`src/rtl/dsim_pkg.sv`:
```
package dsim_pkg;

    localparam int TRK_SECS    = 26;
    localparam int MAX_SECTORS = 4096;
    localparam int MAX_RESULTS = 64;

    // reciprocal of 26, exact for 12 bit logical sectors
    localparam int TRK_RECIP  = 2521;
    localparam int TRK_SHIFT  = 16;
    // reciprocal of 26, exact for 14 bit skew sums
    localparam int SKEW_RECIP = 20165;
    localparam int SKEW_SHIFT = 19;

    localparam int CFG_IDX_W  = 3;
    localparam int CFG_DATA_W = 13;

    localparam logic [CFG_IDX_W-1:0] CFG_INTERLEAVE_ENABLE = 3'd0;
    localparam logic [CFG_IDX_W-1:0] CFG_BLK_SECS          = 3'd1;
    localparam logic [CFG_IDX_W-1:0] CFG_NUM_HEADS         = 3'd2;
    localparam logic [CFG_IDX_W-1:0] CFG_FIRST_HEAD        = 3'd3;
    localparam logic [CFG_IDX_W-1:0] CFG_CYL_SKEW          = 3'd4;
    localparam logic [CFG_IDX_W-1:0] CFG_HD_SKEW           = 3'd5;
    localparam logic [CFG_IDX_W-1:0] CFG_PARTITION_SECTORS = 3'd6;

    localparam logic        RST_INTERLEAVE_ENABLE = 1'b1;
    localparam logic [3:0]  RST_BLK_SECS          = 4'd4;
    localparam logic [4:0]  RST_NUM_HEADS         = 5'd1;
    localparam logic [3:0]  RST_FIRST_HEAD        = 4'd0;
    localparam logic [4:0]  RST_CYL_SKEW          = 5'd6;
    localparam logic [4:0]  RST_HD_SKEW           = 5'd0;
    localparam logic [12:0] RST_PARTITION_SECTORS = 13'd1976;

    localparam logic [4:0] TRACK_PATTERN [TRK_SECS] = '{
        5'd0, 5'd2, 5'd4, 5'd6, 5'd8, 5'd10, 5'd12, 5'd14, 5'd16, 5'd18, 5'd20, 5'd22, 5'd24,
        5'd1, 5'd3, 5'd5, 5'd7, 5'd9, 5'd11, 5'd13, 5'd15, 5'd17, 5'd19, 5'd21, 5'd23, 5'd25
    };

    typedef struct packed {
        logic [11:0] first_block;
        logic [3:0]  blk_cnt;
    } t_in_beat;

    typedef struct packed {
        logic [11:0] sector_number;
        logic        last;
        logic        out_of_range;
    } t_out_beat;

    typedef struct packed {
        logic        interleave_enable;
        logic [3:0]  blk_secs;
        logic [4:0]  num_heads;
        logic [3:0]  first_head;
        logic [4:0]  cyl_skew;
        logic [4:0]  hd_skew;
        logic [12:0] partition_sectors;
    } t_cfg;

    // four restoring division steps: returns {remainder, quotient nibble}
    function automatic logic [8:0] div_nibble(input logic [4:0] rem_in,
                                              input logic [3:0] bits,
                                              input logic [4:0] dvs);
        logic [5:0] acc;
        logic [4:0] rem;
        logic [3:0] quo;
        rem = rem_in;
        quo = 4'd0;
        for (int k = 3; k >= 0; k--) begin
            acc = {rem, bits[k]};
            if (acc >= {1'b0, dvs}) begin
                acc    = acc - {1'b0, dvs};
                quo[k] = 1'b1;
            end
            rem = acc[4:0];
        end
        return {rem, quo};
    endfunction

endpackage

```
`src/rtl/disk_sector_interleave_mapper_top.sv`:
```
// Translates a request (first logical block, block count) into one beat per logical
// sector, in ascending order, carrying the physical sector within the partition, a
// last flag and an out-of-range flag. A request of n sectors (block count times
// sectors per block, capped at 64) keeps the input side not ready until its last sector
// has entered the pipeline: the sector sequencer issues one sector per cycle, unless
// stalled, into a seven stage pipeline (track split, skew walk count by restoring
// division, skew modulo, pattern rotation), and the results leave one per cycle while
// the output is not stalled. Output backpressure stalls the whole pipeline and the
// sequencer. A request with zero sectors gives no beats. Configuration must be written
// only while no request is in flight.
module disk_sector_interleave_mapper_top (
    input  logic                                i_clk,
    input  logic                                i_rst_n,
    input  logic                                i_valid,
    output logic                                o_ready,
    input  dsim_pkg::t_in_beat                  i_data,
    output logic                                o_valid,
    input  logic                                i_ready,
    output dsim_pkg::t_out_beat                 o_data,
    input  logic                                i_cfg_we,
    input  logic [dsim_pkg::CFG_IDX_W-1:0]      i_cfg_idx,
    input  logic [dsim_pkg::CFG_DATA_W-1:0]     i_cfg_data
);

    dsim_pkg::t_cfg r_cfg;

    always_ff @(posedge i_clk) begin
        if (!i_rst_n) begin
            r_cfg.interleave_enable <= dsim_pkg::RST_INTERLEAVE_ENABLE;
            r_cfg.blk_secs          <= dsim_pkg::RST_BLK_SECS;
            r_cfg.num_heads         <= dsim_pkg::RST_NUM_HEADS;
            r_cfg.first_head        <= dsim_pkg::RST_FIRST_HEAD;
            r_cfg.cyl_skew          <= dsim_pkg::RST_CYL_SKEW;
            r_cfg.hd_skew           <= dsim_pkg::RST_HD_SKEW;
            r_cfg.partition_sectors <= dsim_pkg::RST_PARTITION_SECTORS;
        end else if (i_cfg_we) begin
            case (i_cfg_idx)
                dsim_pkg::CFG_INTERLEAVE_ENABLE: r_cfg.interleave_enable <= i_cfg_data[0];
                dsim_pkg::CFG_BLK_SECS:          r_cfg.blk_secs          <= i_cfg_data[3:0];
                dsim_pkg::CFG_NUM_HEADS:         r_cfg.num_heads         <= i_cfg_data[4:0];
                dsim_pkg::CFG_FIRST_HEAD:        r_cfg.first_head        <= i_cfg_data[3:0];
                dsim_pkg::CFG_CYL_SKEW:          r_cfg.cyl_skew          <= i_cfg_data[4:0];
                dsim_pkg::CFG_HD_SKEW:           r_cfg.hd_skew           <= i_cfg_data[4:0];
                dsim_pkg::CFG_PARTITION_SECTORS: r_cfg.partition_sectors <= i_cfg_data[12:0];
                default: begin
                end
            endcase
        end
    end

    logic        adv;
    logic        sec_valid;
    logic [15:0] sec_log;
    logic        sec_last;

    dsim_seq u_seq (
        .i_clk       (i_clk),
        .i_rst_n     (i_rst_n),
        .i_valid     (i_valid),
        .o_ready     (o_ready),
        .i_data      (i_data),
        .i_blk_secs  (r_cfg.blk_secs),
        .i_adv       (adv),
        .o_sec_valid (sec_valid),
        .o_sec_log   (sec_log),
        .o_sec_last  (sec_last)
    );

    dsim_pipe u_pipe (
        .i_clk       (i_clk),
        .i_rst_n     (i_rst_n),
        .i_cfg       (r_cfg),
        .i_sec_valid (sec_valid),
        .i_sec_log   (sec_log),
        .i_sec_last  (sec_last),
        .o_adv       (adv),
        .o_valid     (o_valid),
        .i_ready     (i_ready),
        .o_data      (o_data)
    );

endmodule

```
`src/rtl/dsim_seq.sv`:
```
module dsim_seq (
    input  logic                 i_clk,
    input  logic                 i_rst_n,
    input  logic                 i_valid,
    output logic                 o_ready,
    input  dsim_pkg::t_in_beat   i_data,
    input  logic [3:0]           i_blk_secs,
    input  logic                 i_adv,
    output logic                 o_sec_valid,
    output logic [15:0]          o_sec_log,
    output logic                 o_sec_last
);

    logic        r_busy;
    logic [15:0] r_log;
    logic [6:0]  r_left;
    logic [7:0]  total;
    logic [6:0]  clipped;
    logic [15:0] start;

    assign total   = {4'd0, i_data.blk_cnt} * {4'd0, i_blk_secs};
    assign clipped = (total > 8'(dsim_pkg::MAX_RESULTS)) ?
                     7'(dsim_pkg::MAX_RESULTS) : total[6:0];
    assign start   = {4'd0, i_data.first_block} * {12'd0, i_blk_secs};

    assign o_ready     = !r_busy;
    assign o_sec_valid = r_busy;
    assign o_sec_log   = r_log;
    assign o_sec_last  = (r_left == 7'd1);

    always_ff @(posedge i_clk) begin
        if (!i_rst_n) begin
            r_busy <= 1'b0;
        end else if (!r_busy) begin
            if (i_valid) begin
                r_busy <= (clipped != 7'd0);
            end
        end else if (i_adv && o_sec_last) begin
            r_busy <= 1'b0;
        end
    end

    always_ff @(posedge i_clk) begin
        if (!r_busy) begin
            r_log  <= start;
            r_left <= clipped;
        end else if (i_adv) begin
            r_log  <= r_log + 16'd1;
            r_left <= r_left - 7'd1;
        end
    end

endmodule

```
`src/rtl/dsim_pipe.sv`:
```
module dsim_pipe (
    input  logic                 i_clk,
    input  logic                 i_rst_n,
    input  dsim_pkg::t_cfg       i_cfg,
    input  logic                 i_sec_valid,
    input  logic [15:0]          i_sec_log,
    input  logic                 i_sec_last,
    output logic                 o_adv,
    output logic                 o_valid,
    input  logic                 i_ready,
    output dsim_pkg::t_out_beat  o_data
);

    logic en;
    assign en      = !o_valid || i_ready;
    assign o_adv   = en;

    // stage 1: range check and track number
    logic        r1_v, r1_oor, r1_last;
    logic [11:0] r1_log;
    logic [7:0]  r1_trk;
    logic        s1_oor;
    logic [23:0] s1_prod;

    assign s1_oor  = (i_sec_log >= {3'd0, i_cfg.partition_sectors}) ||
                     (i_sec_log >= 16'(dsim_pkg::MAX_SECTORS));
    assign s1_prod = {12'd0, i_sec_log[11:0]} * 24'(dsim_pkg::TRK_RECIP);

    // stage 2: sector in track and division setup
    logic        r2_v, r2_oor, r2_last, r2_ge;
    logic [11:0] r2_log, r2_base;
    logic [7:0]  r2_trk, r2_num;
    logic [4:0]  r2_sec;
    logic [11:0] s2_base;
    logic [11:0] s2_secw;
    logic [4:0]  s2_first;
    logic        s2_ge;

    assign s2_base  = {4'd0, r1_trk} * 12'(dsim_pkg::TRK_SECS);
    assign s2_secw  = r1_log - s2_base;
    assign s2_first = ({1'b0, i_cfg.first_head} >= i_cfg.num_heads) ?
                      5'd1 : i_cfg.num_heads - {1'b0, i_cfg.first_head};
    assign s2_ge    = r1_trk >= {3'd0, s2_first};

    // head period of the skew walk
    logic [4:0] period;
    assign period = (i_cfg.num_heads == 5'd0) ? 5'd1 : i_cfg.num_heads;

    // stage 3: upper quotient nibble
    logic        r3_v, r3_oor, r3_last, r3_ge;
    logic [11:0] r3_log, r3_base;
    logic [7:0]  r3_trk;
    logic [4:0]  r3_sec, r3_rem;
    logic [3:0]  r3_qh, r3_lo;
    logic [8:0]  s3_div;

    assign s3_div = dsim_pkg::div_nibble(5'd0, r2_num[7:4], period);

    // stage 4: lower quotient nibble and cylinder change count
    logic        r4_v, r4_oor, r4_last;
    logic [11:0] r4_log, r4_base;
    logic [7:0]  r4_trk, r4_cyl;
    logic [4:0]  r4_sec;
    logic [8:0]  s4_div;
    logic [7:0]  s4_quo;

    assign s4_div = dsim_pkg::div_nibble(r3_rem, r3_lo, period);
    assign s4_quo = {r3_qh, s4_div[3:0]};

    // stage 5: raw skew sum
    logic        r5_v, r5_oor, r5_last;
    logic [11:0] r5_log, r5_base;
    logic [4:0]  r5_sec;
    logic [13:0] r5_sum;
    logic [7:0]  s5_hchg;
    logic [12:0] s5_cprod, s5_hprod;

    assign s5_hchg  = r4_trk - r4_cyl;
    assign s5_cprod = {5'd0, r4_cyl} * {8'd0, i_cfg.cyl_skew};
    assign s5_hprod = {5'd0, s5_hchg} * {8'd0, i_cfg.hd_skew};

    // stage 6: quotient of skew sum by the track length
    logic        r6_v, r6_oor, r6_last;
    logic [11:0] r6_log, r6_base;
    logic [4:0]  r6_sec;
    logic [13:0] r6_sum;
    logic [9:0]  r6_qm;
    logic [28:0] s6_prod;

    assign s6_prod = {15'd0, r5_sum} * 29'(dsim_pkg::SKEW_RECIP);

    // stage 7: rotate pattern and build result
    logic [14:0] s7_qm26;
    logic [13:0] s7_skw;
    logic [5:0]  s7_rot;
    logic [5:0]  s7_mod;
    logic [11:0] s7_phys;

    assign s7_qm26 = {5'd0, r6_qm} * 15'(dsim_pkg::TRK_SECS);
    assign s7_skw  = r6_sum - s7_qm26[13:0];
    assign s7_rot  = {1'b0, dsim_pkg::TRACK_PATTERN[r6_sec]} + {1'b0, s7_skw[4:0]};
    assign s7_mod  = (s7_rot >= 6'(dsim_pkg::TRK_SECS)) ?
                     s7_rot - 6'(dsim_pkg::TRK_SECS) : s7_rot;
    assign s7_phys = r6_oor ? 12'd0 :
                     i_cfg.interleave_enable ? r6_base + {7'd0, s7_mod[4:0]} : r6_log;

    logic r7_v;
    dsim_pkg::t_out_beat r7_data;

    always_ff @(posedge i_clk) begin
        if (!i_rst_n) begin
            r1_v <= 1'b0;
            r2_v <= 1'b0;
            r3_v <= 1'b0;
            r4_v <= 1'b0;
            r5_v <= 1'b0;
            r6_v <= 1'b0;
            r7_v <= 1'b0;
        end else if (en) begin
            r1_v <= i_sec_valid;
            r2_v <= r1_v;
            r3_v <= r2_v;
            r4_v <= r3_v;
            r5_v <= r4_v;
            r6_v <= r5_v;
            r7_v <= r6_v;
        end
    end

    always_ff @(posedge i_clk) begin
        if (en) begin
            r1_oor  <= s1_oor;
            r1_last <= i_sec_last;
            r1_log  <= i_sec_log[11:0];
            r1_trk  <= s1_prod[dsim_pkg::TRK_SHIFT+7:dsim_pkg::TRK_SHIFT];

            r2_oor  <= r1_oor;
            r2_last <= r1_last;
            r2_log  <= r1_log;
            r2_base <= s2_base;
            r2_trk  <= r1_trk;
            r2_sec  <= s2_secw[4:0];
            r2_ge   <= s2_ge;
            r2_num  <= r1_trk - {3'd0, s2_first};

            r3_oor  <= r2_oor;
            r3_last <= r2_last;
            r3_log  <= r2_log;
            r3_base <= r2_base;
            r3_trk  <= r2_trk;
            r3_sec  <= r2_sec;
            r3_ge   <= r2_ge;
            r3_rem  <= s3_div[8:4];
            r3_qh   <= s3_div[3:0];
            r3_lo   <= r2_num[3:0];

            r4_oor  <= r3_oor;
            r4_last <= r3_last;
            r4_log  <= r3_log;
            r4_base <= r3_base;
            r4_trk  <= r3_trk;
            r4_sec  <= r3_sec;
            r4_cyl  <= r3_ge ? s4_quo + 8'd1 : 8'd0;

            r5_oor  <= r4_oor;
            r5_last <= r4_last;
            r5_log  <= r4_log;
            r5_base <= r4_base;
            r5_sec  <= r4_sec;
            r5_sum  <= {1'b0, s5_cprod} + {1'b0, s5_hprod};

            r6_oor  <= r5_oor;
            r6_last <= r5_last;
            r6_log  <= r5_log;
            r6_base <= r5_base;
            r6_sec  <= r5_sec;
            r6_sum  <= r5_sum;
            r6_qm   <= s6_prod[dsim_pkg::SKEW_SHIFT+9:dsim_pkg::SKEW_SHIFT];

            r7_data.sector_number <= s7_phys;
            r7_data.last          <= r6_last;
            r7_data.out_of_range  <= r6_oor;
        end
    end

    assign o_valid = r7_v;
    assign o_data  = r7_data;

endmodule
```
`config.mk`:
```
export PLATFORM = sky130hd
export DESIGN_NAME = disk_sector_interleave_mapper_top
export DESIGN_NICKNAME = d
export VERILOG_FILES = /design/src/rtl/dsim_pkg.sv /design/src/rtl/disk_sector_interleave_mapper_top.sv /design/src/rtl/dsim_seq.sv /design/src/rtl/dsim_pipe.sv
export SDC_FILE = /design/constraint.sdc
export NUM_CORES = 1
export LEC_CHECK = 0
export BUFFER_PORTS_ARGS = -buffer_cell sky130_fd_sc_hd__buf_4
export CORE_ASPECT_RATIO = 1.25
export CORE_UTILIZATION = 50
export DETAILED_ROUTE_END_ITERATION = 16
export PLACE_DENSITY_LB_ADDON = 0.1
export SETUP_SLACK_MARGIN = 0.5
export SYNTH_ARGS = -nofsm -noshare
export SYNTH_HDL_FRONTEND = slang
export SYNTH_SLANG_ARGS = --single-unit
```
`constraint.sdc`:
```
create_clock -name i_clk -period 23.4 [get_ports i_clk]
set_clock_uncertainty 0.1 [all_clocks]
set_input_delay 4.68 -clock i_clk [delete_from_list [all_inputs] [get_ports i_clk]]
set_output_delay 4.68 -clock i_clk [all_outputs]
set_load 0.05 [all_outputs]
```
Word-level counts from Yosys, hierarchy flattened

Memories as Yosys holds them, arrays and structs flattened.
Index checks and enable logic that the tools add are counted.

Word-level logic and storage cells: 158
Bits in read-only memories: 160
Memories kept: 1
Input bits: 37
Flip-flop bits (word level): 338

Memory list:

| name             | depth | width | rd ports | clocked after memory_dff | wr ports | line             | source |
|---|---|---|---|---|---|---|---|
| (name not given) | 32    | 5     | 1        | 0                        | 0        | dsim_pipe.sv:101 | `assign s7_rot = {1'b0, dsim_pkg::TRACK_PATTERN[r6_sec]} + {1'b0, s7_skw[4:0]};` |

Multiplexer cells: 29
Magnitude comparators: 15
Eq/ne operators: 8
Multiply operators: 8
Add/subtract/negate cells: 19
Bitwise logic cells: 1
Reductions and logical operators: 15

Operators by type and width:

| kind                                                                 | number |
|---|---|
| 2-to-1 mux 5 bit                                                     | 12 |
| greater-or-equal comparator 6 x 5 -> 1 bit                           | 7 |
| subtractor 5 bit                                                     | 8 |
| 2-to-1 mux 16 bit                                                    | 2 |
| multiplier 14 x 15 -> 29 bit (second input constant)                 | 1 |
| multiplier 8 x 5 -> 13 bit                                           | 2 |
| multiplier 12 x 12 -> 24 bit (second input constant)                 | 1 |
| 2-to-1 mux 7 bit                                                     | 3 |
| adder 16 x 1 -> 16 bit (second input constant)                       | 1 |
| greater-or-equal comparator 16 x 13 -> 1 bit                         | 1 |
| greater-or-equal comparator 16 x 13 -> 1 bit (second input constant) | 1 |
| multiplier 12 x 4 -> 16 bit                                          | 1 |
| adder 13 x 13 -> 14 bit                                              | 1 |
| AND reduction 2 bit                                                  | 7 |
| adder 12 x 5 -> 12 bit                                               | 1 |
| 2-to-1 mux 12 bit                                                    | 1 |
| multiplier 8 x 4 -> 11 bit (second input constant)                   | 1 |
| 2-to-1 mux 1 bit                                                     | 11 |
| multiplier 10 x 4 -> 4 bit (second input constant)                   | 1 |
| equality test 3 bit (second input constant)                          | 3 |
| adder 8 x 1 -> 8 bit (second input constant)                         | 1 |
| greater-or-equal comparator 8 x 5 -> 1 bit                           | 1 |
| greater-than comparator 8 x 7 -> 1 bit (second input constant)       | 1 |
| multiplier 4 x 4 -> 8 bit                                            | 1 |
| 22 further kinds                                                     | 25 |

Logic depth before layout (Yosys ltp)

Gate-level depths: netlist of the first run.

Word-level depth: 11
Depth in mapped cells: 41
Depth with buffers taken out: 39

Modules after synthesis

A second synthesis of the first run with hierarchy kept.

Cells, all modules: 2134
Area total of the unflattened synthesis: 24591.1 µm²

Modules (own cells, without submodules):

| module                            | area each (µm²) | instances | cells each |
|---|---|---|---|
| dsim_pipe                         | 19930.4         | 1         | 1632 |
| dsim_seq                          | 3148.0          | 1         | 354 |
| disk_sector_interleave_mapper_top | 1512.7          | 1         | 148 |

Least setup slack after synthesis of the first run

Ideal clock, no wire load.

Kind: input port to flip-flop
Start: in i_ready
End: reg u_pipe.r7_data (netlist bit u_pipe.o_data[0]), enable pin
Setup time: 2.178 ns
Buffers on the path: 1
Arrival time: 9.764 ns
Path slack: 11.358 ns
Stages on the path: 3
Path through: nor2b_1 -> clkbuf_1 -> clkinv_1

Cells in the longest elaborated chain, start to end: 1

RTL lines:

| element          | line                                    | source |
|---|---|---|
| from (decl)      | disk_sector_interleave_mapper_top.sv:18 | `input logic i_ready,` |
| logical OR 1 bit | dsim_pipe.sv:15                         | `assign en = !o_valid \|\| i_ready;` |
| via adv          | disk_sector_interleave_mapper_top.sv:51 | `logic adv;` |
| to (decl)        | dsim_pipe.sv:108                        | `dsim_pkg::t_out_beat r7_data;` |

The timed path passes the listed nets, and every way through them passes these cells.
A chain may end at the register's enable or synchronous reset.

Worst setup path in the final report of the first run

Start: reg r_cfg[28] in the netlist's numbering
End: reg u_pipe.r4_cyl[6] (data pin)

Cells in the longest elaborated chain, start to end: 11
Elaborated cells on any way between the ends: 17
Classes of those cells: add/sub: 4; order compare: 4; mux: 8; reduce/logical: 1

RTL lines:

| element                                                                               | line                                    | source |
|---|---|---|
| from (decl)                                                                           | disk_sector_interleave_mapper_top.sv:25 | `dsim_pkg::t_cfg r_cfg;` |
| zero test 5 bit                                                                       | dsim_pipe.sv:47                         | `assign period = (i_cfg.num_heads == 5'd0) ? 5'd1 : i_cfg.num_heads;` |
| 2-to-1 mux 5 bit *                                                                    | dsim_pipe.sv:47                         |  |
| subtractor 5 bit / greater-or-equal comparator 6 x 5 -> 1 bit (equally long branches) | dsim_pkg.sv:71, dsim_pkg.sv:70          |  |
| 2-to-1 mux 5 bit                                                                      | dsim_pkg.sv:70                          | `if (acc >= {1'b0, dvs}) begin` |
| subtractor 5 bit / greater-or-equal comparator 6 x 5 -> 1 bit (equally long branches) | dsim_pkg.sv:71, dsim_pkg.sv:70          |  |
| 2-to-1 mux 5 bit                                                                      | dsim_pkg.sv:70                          |  |
| subtractor 5 bit / greater-or-equal comparator 6 x 5 -> 1 bit (equally long branches) | dsim_pkg.sv:71, dsim_pkg.sv:70          |  |
| 2-to-1 mux 5 bit                                                                      | dsim_pkg.sv:70                          |  |
| greater-or-equal comparator 6 x 5 -> 1 bit                                            | dsim_pkg.sv:70                          |  |
| 2-to-1 mux 1 bit                                                                      | dsim_pkg.sv:70                          |  |
| adder 8 x 1 -> 8 bit *                                                                | dsim_pipe.sv:163                        | `r4_cyl <= r3_ge ? s4_quo + 8'd1 : 8'd0;` |
| to (signal assigned)                                                                  | dsim_pipe.sv:163                        |  |
| to (decl)                                                                             | dsim_pipe.sv:62                         | `logic [7:0] r4_trk, r4_cyl;` |

Every way passes the cells marked *; elsewhere a longest branch is shown, timed or not.

==> flow_summary.yaml, run 1 <==
cts:
  cts_sinks: 321
  cts.repair.resized: 0
  cts_tree: "done"
  cts_setup_buffers: 0
  cts_buffers: 35
  clk_pin_slew_worst_paths_ps: 60
  clock_tree.root_cell: "clkbuf_16"
  cts_max_level: 2
  cts_hold_buf: 0
  clkLatencyLatePin_ps: 540
  clock_path_buffers: 3
floorplan:
  core-area_mm2: 0.04744
  die_y_um: 247.9
  dieArea_mm2: 0.04926
  pin_count: 53
  rows: 89
  die_w_um: 198.7
  initial_core_util: 0.5099
logic_synthesis:
  async_flop_share: 0
  synth_edf_count: 276
  netlist_area_mm2: 0.02419
  synthesis.nets: 2664
  synth-seq-cells: 321
  synthesis.instances: 2097
  synth-seq-area-share: 0.3799
  avgSynthCellArea_um2: 11.53
  synth_warnings: 0
  ys_types: 67
  ys.flop_type: "edfxtp_1"
placed_design:
  io_buffers: 52
  place_ws_ps: 14720
  place_congestion: 0.8459
  dp_hpwl_um: 34350
status:
  status: "finished, final reports clean"
sta:
  rsz0062_at_grt: "no"
  post-route-period-util: 0.3688
  finalSetupTns_ps: 0
  worstMarginPinSlew_ps: 1278
  hold_violations: 0
  finalWorstSetupSlack_ps: 14770
  fmax_mhz: 115.9
  slew_viol_final: 0
  setup_viol: 0
  relSlewSlack: 0.1447
  min_period_ps: 8630
routing:
  drc: 0
  first_pass_iters: 4
  vias: 14560
  drtAntennaViolNets: 0
  drtIter0Drc: 569
  vias_per_cell: 5.157
  routedWlPerCell_um: 15.63
  wirelength_um: 44150
worst_setup_path:
  reg2reg_to: "u_pipe.r4_cyl[6]$_SDFFCE_PN0P_"
  critPathMaxStageDelay_ps: 620
  cp_max_fo: 11
  reg2reg_slack_ps: 14770
  worst_ep_required_time_ps: 23580
  arrival_ps: 8810
  slowest_stage: "or4_4"
  cpMostUsedCell: "a21o_1"
  rr_worst_depth: 38
  crit_path_end_kind: "register"
  r2r-start: "r_cfg[28]$_SDFFE_PN0P_"
  crit_path_start_kind: "register"
  critical_path_class: "register to register"
global_routing:
  grtUsageTotal: 0.1871
  grt_max_degree: 107
  grt_pass1_vias: 15150
  antenna_found_initial: 0
  grt_pass1_wl_um: 73090
  grt_overflow_total: 0
worst_hold_path:
  min_to: "u_pipe.r3_log[3]$_DFFE_PP_"
  min_path_type: "register to register"
  hold_depth: 0
  min_from: "u_pipe.r2_log[3]$_DFFE_PP_"
final_layout:
  final_cell_mix: "338 x inv_1, 336 x ha_1, 276 x edfxtp_1, 194 x fa_1, 164 x nand2_1"
  finalNetCount: 2727
  syn_to_final_growth_pct: 9.534
  multi_input_area_mm2: 0.01359
  ff_latch_area_mm2: 0.009189
  fillers: 4137
  diodes: 0
  drive_gt1_frac: 0.06401
  layout_commonest_cell: "inv_1"
run:
  drv_cap: 0
## cells in the mapped netlist, types with 10 or more instances
cell,instances,share of area
xnor2_1,90,0.033
inv_1,338,0.052
dfxtp_1,45,0.037
fa_1,194,0.16
nand2_1,164,0.025
nor3_1,18,0.0037
xor2_1,35,0.013
nand3_1,16,0.0033
mux2i_1,46,0.019
o21ai_0,37,0.0077
o21a_1,10,0.0031
and2_1,67,0.017
and3_1,10,0.0026
nor2b_1,27,0.0070
nor2_1,81,0.013
clkbuf_1,29,0.0045
a21boi_0,11,0.0034
a21o_1,45,0.014
edfxtp_1,276,0.34
a211oi_1,11,0.0034
nand2b_1,18,0.0047
mux2_2,11,0.0051
a21oi_1,85,0.018
ha_1,336,0.17
## metal layers
layer / part of all wire / global-route usage
met1: 0.44 / 0.2333
met5: 0 / 0
met4: 0.020 / 0.04683
met2: 0.51 / 0.3423
met3: 0.025 / 0.02188
## worst max-delay path: cells and delay by family, from the launching register on
kind	cells	cell delay [ps]
AO/OA/AOI/OAI	18	3900
XOR/XNOR	1	70
adder cells (fa/ha/maj)	6	1680
buffers and inverters	4	420
flip-flops	1	460
AND/OR/NAND/NOR	9	1780
## flip-flops by register name, summed over array words and instances, names as in the netlist, 8 cells and up
| name | flops |
|---|---|
| u_pipe.r3_base | 9 |
| u_pipe.r4_base | 9 |
| u_pipe.r1_log | 12 |
| u_pipe.r2_base | 9 |
| u_pipe.r6_base | 11 |
| u_pipe.r5_sum | 14 |
| u_pipe.r3_log | 11 |
| u_seq.o_sec_log | 16 |
| u_pipe.r5_log | 11 |
| u_pipe.r2_trk | 8 |
| r_cfg | 37 |
| u_pipe.r6_log | 11 |
| u_pipe.r4_cyl | 8 |
| u_pipe.o_data | 14 |
| u_pipe.r1_trk | 8 |
| u_pipe.r3_trk | 8 |
| u_pipe.r5_base | 11 |
| u_pipe.r2_num | 8 |
| u_pipe.r4_trk | 8 |
| u_pipe.r2_log | 11 |
| u_pipe.r4_log | 11 |
## cell type report
class	instances	area share
clock buffers	42	0.03405
clock inverters	22	0.01115
inverters	341	0.04860
multi-input cells	1403	0.5128
flip-flops and latches	321	0.3468
well taps	637	0.03008
repair buffers	58	0.01644
## cells by family after synthesis
group                    Yosys count  synth area share
AND/OR/NAND/NOR                  435           0.08696
flip-flops                       321            0.3799
AO/OA/AOI/OAI                    254           0.06973
XOR/XNOR                         125           0.04526
buffers and inverters            373           0.05835
multiplexers                      59           0.02540
adder cells (fa/ha/maj)          530            0.3344
## how the worst max path moves through the flow
| stage | from | endpoint | slack (ps) | cells after the start |
|---|---|---|---|---|
| finish | r_cfg[28]$_SDFFE_PN0P_ | u_pipe.r4_cyl[6]$_SDFFCE_PN0P_ | 14770 | 38 |
| global route | r_cfg[28]$_SDFFE_PN0P_ | u_pipe.r4_cyl[6]$_SDFFCE_PN0P_ | 14010 | 39 |
| CTS | r_cfg[28]$_SDFFE_PN0P_ | u_pipe.r4_cyl[6]$_SDFFCE_PN0P_ | 14720 | 39 |
| detailed placement | r_cfg[28]$_SDFFE_PN0P_ | u_pipe.r4_cyl[6]$_SDFFCE_PN0P_ | 14720 | 39 |
| global placement | r_cfg[28]$_SDFFE_PN0P_ | u_pipe.r4_cyl[6]$_SDFFCE_PN0P_ | 14940 | 39 |
| floorplan | i_ready | u_pipe.o_data[0]$_DFFE_PP_ | 11360 | 3 |
## metrics by stage
step / instances / cell area, um^2 / hold slack (ps) / util
after global routing: 2824 / 26490 / 314.6 / 0.5585
after CTS: 2824 / 26490 / 306.6 / 0.5585
after detailed placement: 2760 / 25300 / 304.5 / 0.5332
after floorplan: 2097 / 24190 / 300.3 / -
after global placement: 2760 / 25300 / 300.3 / 0.5332
final: 2824 / 26490 / 299.7 / 0.5585
Power of run 1 is not shown: default switching activity piles up to over one toggle a cycle in this logic, so the estimate is an artifact.
==> run 2, diff against run 1 <==
- clock period: 23.4 -> 8.95 ns (I/O delays scaled with it)
==> run 2 against run 1 <==
- clock-buffer cell count down 1
- non-clock buffer count rose by 5
- routed wire length increased by 1.6%
- hold slack improved by 6.8 ps
- worst setup slack lost 14000 ps
- register-to-register slack got worse by 14000 ps
- design area increased by 0.32%
- die area did not move
- first-iteration DRC count increased by 8.3%
- via count fell by 0.57%
==> flow_summary.yaml, run 2 (synthesized netlist as in run 1, its figures left out) <==
status:
  status: "finished, final reports clean"
global_routing:
  grt_pass1_vias: 15180
  grtUsageTotal: 0.1905
  grt_pass1_wl_um: 74060
  grt_max_degree: 168
  antenna_found_initial: 0
  grt_overflow_total: 0
floorplan:
  core-area_mm2: 0.04744
  die_y_um: 247.9
  rows: 89
  dieArea_mm2: 0.04926
  initial_core_util: 0.5099
  pin_count: 53
  die_w_um: 198.7
worst_setup_path:
  crit_path_end_kind: "register"
  worst_ep_required_time_ps: 9140
  critPathCapture: "u_pipe.r4_cyl[6]$_SDFFCE_PN0P_"
  crit_start: "r_cfg[31]$_SDFFE_PN0P_"
  slowest_stage: "or4_4"
  cp_max_fo: 11
  arrival_ps: 8040
  rr_worst_depth: 37
  reg2reg_slack_ps: 1100
  r2r-start: "r_cfg[31]$_SDFFE_PN0P_"
  reg2reg_to: "u_pipe.r4_cyl[6]$_SDFFCE_PN0P_"
  critPathMaxStageDelay_ps: 590
  crit_path_start_kind: "register"
  cpMostUsedCell: "a21o_1"
  critical_path_class: "register to register"
placed_design:
  io_buffers: 52
  place_congestion: 0.8270
  dp_hpwl_um: 34410
routing:
  routedWlPerCell_um: 15.85
  drtAntennaViolNets: 0
  drc: 0
  vias_per_cell: 5.118
  vias: 14480
  drtIter0Drc: 616
  first_pass_iters: 5
  wirelength_um: 44840
sta:
  min_period_ps: 7852
  finalSetupTns_ps: 0
  relSlewSlack: 0.1620
  fmax_mhz: 127.4
  rsz0062_at_grt: "no"
  hold_violations: 0
  slew_viol_final: 0
  post-route-period-util: 0.8773
  worstMarginPinSlew_ps: 1247
  setup_viol: 0
final_layout:
  top_register: "r_cfg"
  final_cell_mix: "338 x inv_1, 336 x ha_1, 276 x edfxtp_1, 194 x fa_1, 164 x nand2_1"
  multi_input_area_mm2: 0.01360
  drive_gt1_frac: 0.06752
  finalNetCount: 2733
  layout_commonest_cell: "inv_1"
  ff_latch_area_mm2: 0.009189
  fillers: 4103
  diodes: 0
  syn_to_final_growth_pct: 9.886
  largest_reg_flops: 37
run:
  drv_cap: 0
cts:
  clk_pin_slew_worst_paths_ps: 60
  cts_sinks: 321
  clkLatencyLatePin_ps: 530
  clock_path_buffers: 3
  cts_buffers: 36
  cts_max_level: 2
  clock_tree.root_cell: "clkbuf_16"
  cts_tree: "done"
worst_hold_path:
  min_path_type: "register to register"
## run 2: how the worst min path moves through the flow
stage                                startpoint                     endpoint  slack (ps)  depth (start not counted)
finish              u_pipe.r3_base[5]$_DFFE_PP_  u_pipe.r4_base[5]$_DFFE_PP_         310                          0
global route        u_pipe.r3_base[6]$_DFFE_PP_  u_pipe.r4_base[6]$_DFFE_PP_         310                          0
CTS                 u_pipe.r3_base[6]$_DFFE_PP_  u_pipe.r4_base[6]$_DFFE_PP_         300                          0
detailed placement  u_pipe.r2_base[7]$_DFFE_PP_  u_pipe.r3_base[7]$_DFFE_PP_         300                          0
global placement    u_pipe.r4_base[5]$_DFFE_PP_  u_pipe.r5_base[5]$_DFFE_PP_         300                          0
floorplan              u_pipe.r6_last$_DFFE_PP_   u_pipe.o_data[1]$_DFFE_PP_         300                          0
## run 2: timing repair
item | in CTS | in global routing
endpoints found under the setup margin | 0 | 7
resized for setup | 0 | 4
hold buffers | 0 | 0
setup buffers | 0 | 3
## run 2: worst max-delay path: cells and delay by family, from the launching register on
family	cells	cell delay [ps]
AND/OR/NAND/NOR	8	1490
flip-flops	1	340
multiplexers	1	230
adder cells (fa/ha/maj)	6	1640
XOR/XNOR	1	60
AO/OA/AOI/OAI	17	3250
buffers and inverters	4	490
## run 2: metal layers
layer	global-route usage	wire (um)
met1	0.2408	19810
met2	0.3470	22930
met3	0.01970	1251
met4	0.04661	859
met5	0	0
## run 2: final cells by class
| cell class | instances | share of cell area |
|---|---|---|
| Sequential cell | 321 | 0.3457 |
| Timing Repair Buffer | 63 | 0.01779 |
| Clock inverter | 23 | 0.01158 |
| Multi-Input combinational cell | 1403 | 0.5117 |
| Inverter | 341 | 0.04863 |
| Tap cell | 637 | 0.02999 |
| Clock buffer | 41 | 0.03460 |
## run 2: stage by stage
stage / utilization / instances / hold WS (ps) / setup slack, ps / area [um^2]
after floorplan: - / 2097 / 300.3 / 1096 / 24190
after global placement: 0.5337 / 2762 / 300.2 / 713.1 / 25320
after detailed placement: 0.5337 / 2762 / 304.5 / 589.1 / 25320
after CTS: 0.5595 / 2826 / 300.5 / 583.9 / 26540
after global routing: 0.5603 / 2829 / 307.7 / 541.1 / 26580
final: 0.5603 / 2829 / 306.5 / 1098 / 26580
Power of run 2 is left out for the same reason.
